[config.mk]
export PLATFORM = sky130hd
export DESIGN_NAME = ibt_div
export DESIGN_NICKNAME = d
export VERILOG_FILES = /design/src/ibt_pkg.sv /design/src/ibt_div.sv
export SDC_FILE = /design/constraint.sdc
export NUM_CORES = 1
export LEC_CHECK = 0
export BUFFER_PORTS_ARGS = -buffer_cell sky130_fd_sc_hd__buf_2
export CORE_ASPECT_RATIO = 0.6
export CORE_MARGIN = 3
export CORE_UTILIZATION = 40
export CTS_BUF_LIST = sky130_fd_sc_hd__clkbuf_4 sky130_fd_sc_hd__clkbuf_8 sky130_fd_sc_hd__clkbuf_16
export DETAILED_ROUTE_END_ITERATION = 12
export GPL_TIMING_DRIVEN = 0
export PLACE_DENSITY = 0.62
export SYNTH_ARGS = -nofsm -noshare
export SYNTH_HDL_FRONTEND = slang
export SYNTH_SLANG_ARGS = --single-unit
[constraint.sdc]
create_clock -name clock -period 15.2 [get_ports clock]
set_input_delay 2.28 -clock clock [delete_from_list [all_inputs] [get_ports clock]]
set_output_delay 2.28 -clock clock [all_outputs]
set_load 0.01 [all_outputs]
[src/ibt_pkg.sv]
// Shared types, codes and constants of the integer bound tightening block.
package ibt_pkg;

   localparam int unsigned CsrAddrWidth = 4;
   localparam logic [CsrAddrWidth-1:0] AddrWeightFloor  = 4'h0;
   localparam logic [CsrAddrWidth-1:0] AddrReturnTarget = 4'h4;
   localparam logic [CsrAddrWidth-1:0] AddrRoundLimit   = 4'h8;
   localparam logic [15:0] RoundLimitReset = 16'd1024;

   localparam logic [63:0] SatHi = 64'h7FFF_FFFF_FFFF_FFFF;
   localparam logic [63:0] SatLo = 64'h8000_0000_0000_0001;

   // end status codes
   localparam logic [1:0] StatusConverged  = 2'd0;
   localparam logic [1:0] StatusInfeasible = 2'd1;
   localparam logic [1:0] StatusLimit      = 2'd2;

   typedef struct packed {
      logic [5:0]         var_index;
      logic signed [31:0] weight;
      logic signed [31:0] ret_coef;
      logic signed [31:0] lower_in;
      logic signed [31:0] upper_in;
      logic               load_last;
   } req_type;

   typedef struct packed {
      logic [5:0]         out_index;
      logic signed [31:0] lower_out;
      logic signed [31:0] upper_out;
      logic [1:0]         end_status;
      logic               out_last;
   } rsp_type;

   // divider handshake
   typedef struct packed {
      logic               start;
      logic signed [63:0] num;
      logic signed [31:0] den;
   } div_req_type;

   typedef struct packed {
      logic               done;
      logic signed [31:0] quot;
   } div_rsp_type;

   typedef enum logic [4:0] {
      ST_LOAD,
      ST_SUM1_RD, ST_SUM1_ACC,
      ST_P1_RD, ST_P1_DIVU, ST_P1_WAITU, ST_P1_DIVL, ST_P1_WAITL, ST_P1_WR,
      ST_SUM2_RD, ST_SUM2_ACC,
      ST_P2_RD, ST_P2_DIV, ST_P2_WAIT, ST_P2_WR,
      ST_CHK_RD, ST_CHK, ST_DECIDE,
      ST_OUT_RD, ST_OUT
   } state_type;

   // saturating 64-bit add into +-(2^63-1)
   function automatic logic signed [63:0] sadd(input logic signed [63:0] a,
                                              input logic signed [63:0] b);
      logic signed [64:0] s;
      s = {a[63], a} + {b[63], b};
      if (s > $signed({1'b0, SatHi})) return SatHi;
      if (s < $signed({1'b1, SatLo})) return SatLo;
      return s[63:0];
   endfunction

   // clamp a 64-bit value to 32-bit signed
   function automatic logic signed [31:0] clamp32(input logic signed [63:0] v);
      if (v > 64'sh7FFF_FFFF) return 32'sh7FFF_FFFF;
      if (v < -64'sh8000_0000) return 32'sh8000_0000;
      return v[31:0];
   endfunction

endpackage

[src/ibt_div.sv]
// Radix-2 floor divider: 64-bit numerator by 32-bit divisor, 32-bit saturated quotient.
module ibt_div (
   input  logic                clock,
   input  logic                reset,
   input  ibt_pkg::div_req_type dreq,
   output ibt_pkg::div_rsp_type drsp
);

   logic [63:0] quo_ff, quo_in;
   logic [32:0] rem_ff, rem_in;
   logic [31:0] den_ff, den_in;
   logic [6:0]  cnt_ff, cnt_in;
   logic        busy_ff, busy_in;
   logic        nneg_ff, nneg_in, dneg_ff, dneg_in;
   logic        done_ff, done_in;

   logic [63:0] nabs;
   logic [31:0] dabs;
   logic [33:0] trial;
   logic        nz;
   logic [64:0] q65;
   logic signed [64:0] qs;

   assign nabs = dreq.num[63] ? 64'(-dreq.num) : dreq.num;
   assign dabs = dreq.den[31] ? 32'(-dreq.den) : dreq.den;
   assign trial = {rem_ff, quo_ff[63]} - {2'b00, den_ff};
   // floor correction: magnitude quotient plus one when signs differ and remainder nonzero
   assign nz = (rem_ff != 33'd0);
   assign q65 = {1'b0, quo_ff} + ((nneg_ff != dneg_ff && nz) ? 65'd1 : 65'd0);
   assign qs = (nneg_ff != dneg_ff) ? -$signed(q65) : $signed(q65);

   // one quotient bit per cycle
   always_comb begin
      quo_in = quo_ff; rem_in = rem_ff; den_in = den_ff; cnt_in = cnt_ff;
      busy_in = busy_ff; nneg_in = nneg_ff; dneg_in = dneg_ff; done_in = 1'b0;
      if (dreq.start) begin
         quo_in = nabs; rem_in = '0; den_in = dabs; cnt_in = 7'd64; busy_in = 1'b1;
         nneg_in = dreq.num[63]; dneg_in = dreq.den[31];
      end else if (busy_ff) begin
         if (!trial[33]) begin
            rem_in = trial[32:0]; quo_in = {quo_ff[62:0], 1'b1};
         end else begin
            rem_in = {rem_ff[31:0], quo_ff[63]}; quo_in = {quo_ff[62:0], 1'b0};
         end
         cnt_in = cnt_ff - 7'd1;
         if (cnt_ff == 7'd1) begin
            busy_in = 1'b0; done_in = 1'b1;
         end
      end
   end

   always_ff @(posedge clock) begin
      quo_ff <= quo_in; rem_ff <= rem_in; den_ff <= den_in; cnt_ff <= cnt_in;
      nneg_ff <= nneg_in; dneg_ff <= dneg_in;
      if (reset) begin
         busy_ff <= 1'b0; done_ff <= 1'b0;
      end else begin
         busy_ff <= busy_in; done_ff <= done_in;
      end
   end

   assign drsp.done = done_ff;
   assign drsp.quot = (qs > 65'sh7FFF_FFFF) ? 32'sh7FFF_FFFF :
                      (qs < -65'sh8000_0000) ? 32'sh8000_0000 : qs[31:0];

`ifndef SYNTH
   a_done_pulse: assert property (@(posedge clock) disable iff (reset)
      done_ff |=> !done_ff) else $error("divider done not a pulse");
   a_no_restart: assert property (@(posedge clock) disable iff (reset)
      dreq.start |=> busy_ff) else $error("divider did not start");
   a_cnt: assert property (@(posedge clock) disable iff (reset)
      busy_ff |-> cnt_ff != 7'd0) else $error("divider count ran out while busy");
`endif

endmodule

==> out/results.ini <==
[timing]
finalHoldViolCount=0
clock_skew_ns=0.00945
finalCriticalPeriod_ns=12.56
tightestPinTransition_ns=1.11
grt_setup_unrepaired=no
finalMaxSlewViolations=0
max_slew_margin_pct=25.3
max_freq_mhz=79.6
fin_crit_sh_pct=82.7
fin_setup_tns_ns=0
setup_viol=0

[cells_and_area]
final_cells=2273
finalCoreUtilization_pct=46.3
antenna_cells=0
area_growth_pct=13.4
layout-drive-gt1-share_pct=12.7
nNetsFinal=1949
final_cell_area_um2=15100

[die]
rows=51
chipHeight_um=147
fp.dieArea_um2=35600
ios=132
fp.dieW_um=242
start_util_pct=40.8
core_um2=32700

[place]
dp_hpwl_um=37500
globalplace.congestion=0.938
dpl-instance-area_um2=14600
port_buffers=131
dp_cells=2241

[setup_path]
setup.worst_path.start_class=register
path_class=register to output pin
crit_path_end_kind=output pin
max_stage_delay_ns=1.04
crit_family=buffers and inverters
worstPathBufferInverterCount=8
reg2reg_slack_ns=9.81
cp_max_fo=10
cp.required_ns=12.92
slowest_stage=o41ai_2
crit_arrival_ns=10.28

[run_status]
status=complete, no violations

[synthesis]
synthCells=1660
synthesis.nets=1799
synth_common_cells=181 x nor2_1, 144 x nand2_1, 122 x xor2_1
synth_fa_ha_area_share_pct=3.81
synthSimpleGateAreaFrac_pct=25.2
seq_area_frac_synth_pct=28.4
synth_top_cell_area_share_pct=22.1
synth_most_common_cell=nor2_1
synth.cell_area_um2=13300
ys_warn_count=0
ys_types=81
synth_top_cells_by_area=edfxtp_1 22%, xor2_1 8.0%, xnor2_1 7.9%
synth_xor_area_share_pct=15.9
yosysTopAreaCell=edfxtp_1
async_reset_ff_share_pct=0
synth_top_family_by_area=simple AND/OR/NAND/NOR gates
synth_mux_area_share_pct=2.29
synth_ff_type=edfxtp_1
synth.avg_cell_area_um2=8.04
synth-edff-count=98
synth_compound_area_share_pct=19.8
synth-seq-cells=140

[clock_network]
postCtsHoldBufs=0
cts-htree-levels=4
cts_buffers=17
cts_root_buf=clkbuf_16
worstSkewPairLatency_ns=0.45
postCtsResizedCells=0
cts_buffer_depth=2
clock_sinks=140
post-cts-setup-buffer-count=0
cts_tree=built
clk_pin_slew_ns=0.07

[global_route]
grt_max_degree=65
grt_util_all_layers_pct=26.2
grt_pass1_vias=12300
grt_overflow_total=0
grt_pass1_wl_um=73100
antenna_found_initial=0

[power_and_ir_drop]
power.total_mw=1.41
irDropWorstVdd_uv=61.8
p_leak_nw=5.53
powerDensity_nw_per_um2=93.4

[drt]
vias=13700
drt_pass1_iterations=7
drt-wirelength-per-cell_um=20.9
first_iter_violations=1772
drcViolationCount=0
wl_um=47600
ant_nets=0
vias_per_cell=6.02

[job]
cap_viol_max_count=0

[hold_path]
hold_class=register to register

-- cell type report --
cell class              instances  area (µm²)
clock buffers                  17         425
flip-flops and latches        140        3780
inverters                      56         213
fillers                      3327       17500
well taps                     450         563
plain buffers                 100         413
repair buffers                131         656
multi-input cells            1364        8930
clock inverters                15         139
-- routing by layer --
metal | routed length [µm] | GRT usage [%] | vias up
met4 | 512 | 3.63 | 0
met2 | 17400 | 33.6 | 704
li1 | - | - | 6424
met5 | 0 | 0 | -
met3 | 5030 | 5.91 | 44
met1 | 24700 | 43.7 | 6521
-- cell usage in the layout, fill, tap and decap left out, types with 8 or more instances in the layout --
cell,instances
a211oi_1,21
a21o_1,18
a21oi_1,104
a311oi_1,15
a31oi_1,26
a41oi_1,11
and2_1,14
and3_1,27
and4_1,20
buf_1,8
buf_2,155
clkbuf_1,66
clkbuf_16,17
dfxtp_1,42
edfxtp_1,98
ha_1,39
inv_1,55
inv_6,8
mux2_2,12
mux2i_1,17
nand2_1,144
nand2b_1,16
nand3_1,44
nand4_1,28
nor2_1,181
nor2b_1,11
nor3_1,51
nor4_1,32
o21a_1,8
o21ai_0,92
o31ai_1,32
o41ai_1,17
or2_2,8
or3_1,21
or4_1,15
xnor2_1,120
xor2_1,122
-- power by group --
part,switching [mW],total [mW],internal (mW),leakage [nW]
sequential,0.0385,0.495,0.456,1.31
combinational,0.310,0.496,0.187,3.95
clock,0.204,0.421,0.217,0.274
total,0.552,1.41,0.860,5.53
-- kinds of logic after synthesis --
| family | count (synthesis) |
|---|---|
| and+or+nand+nor | 650 |
| xor gates and xnor gates | 242 |
| DFF | 140 |
| buffers and inverters | 156 |
| adders and majority gates | 40 |
| AOI/OAI and AO/OA | 403 |
| muxes | 29 |
-- tightest hold or removal path, cell delays in order (launching register included) --
cell and delay [ns]:
dfxtp_1 0.35, xor2_1 0.07, nand2b_1 0.06
-- worst paths after layout --
kind	start	to	cells after the start
max	dneg_ff	drsp[23]	25
min reg2reg	cnt_ff[6]	cnt_ff[6]	2
min	cnt_ff[6]	cnt_ff[6]	2
max reg2reg	quo_ff[63]	rem_ff[21]	16
-- metrics by stage --
| stage | hold slack, ns | setup WS, ns |
|---|---|---|
| after floorplan | 0.455 | 6.64 |
| after global placement | 0.480 | 3.41 |
| after detailed placement | 0.486 | 3.38 |
| after CTS | 0.509 | 2.90 |
| after global routing | 0.538 | 2.19 |
| final | 0.510 | 2.64 |
-- sequential cells by signal (all words and copies together), names as in the netlist --
signal / count
dneg_ff: 1
rem_ff: 33
nneg_ff: 1
busy_ff: 1
den_ff: 32
quo_ff: 64
cnt_ff: 7
done_ff: 1
Power figures use the tool's default switching activity.
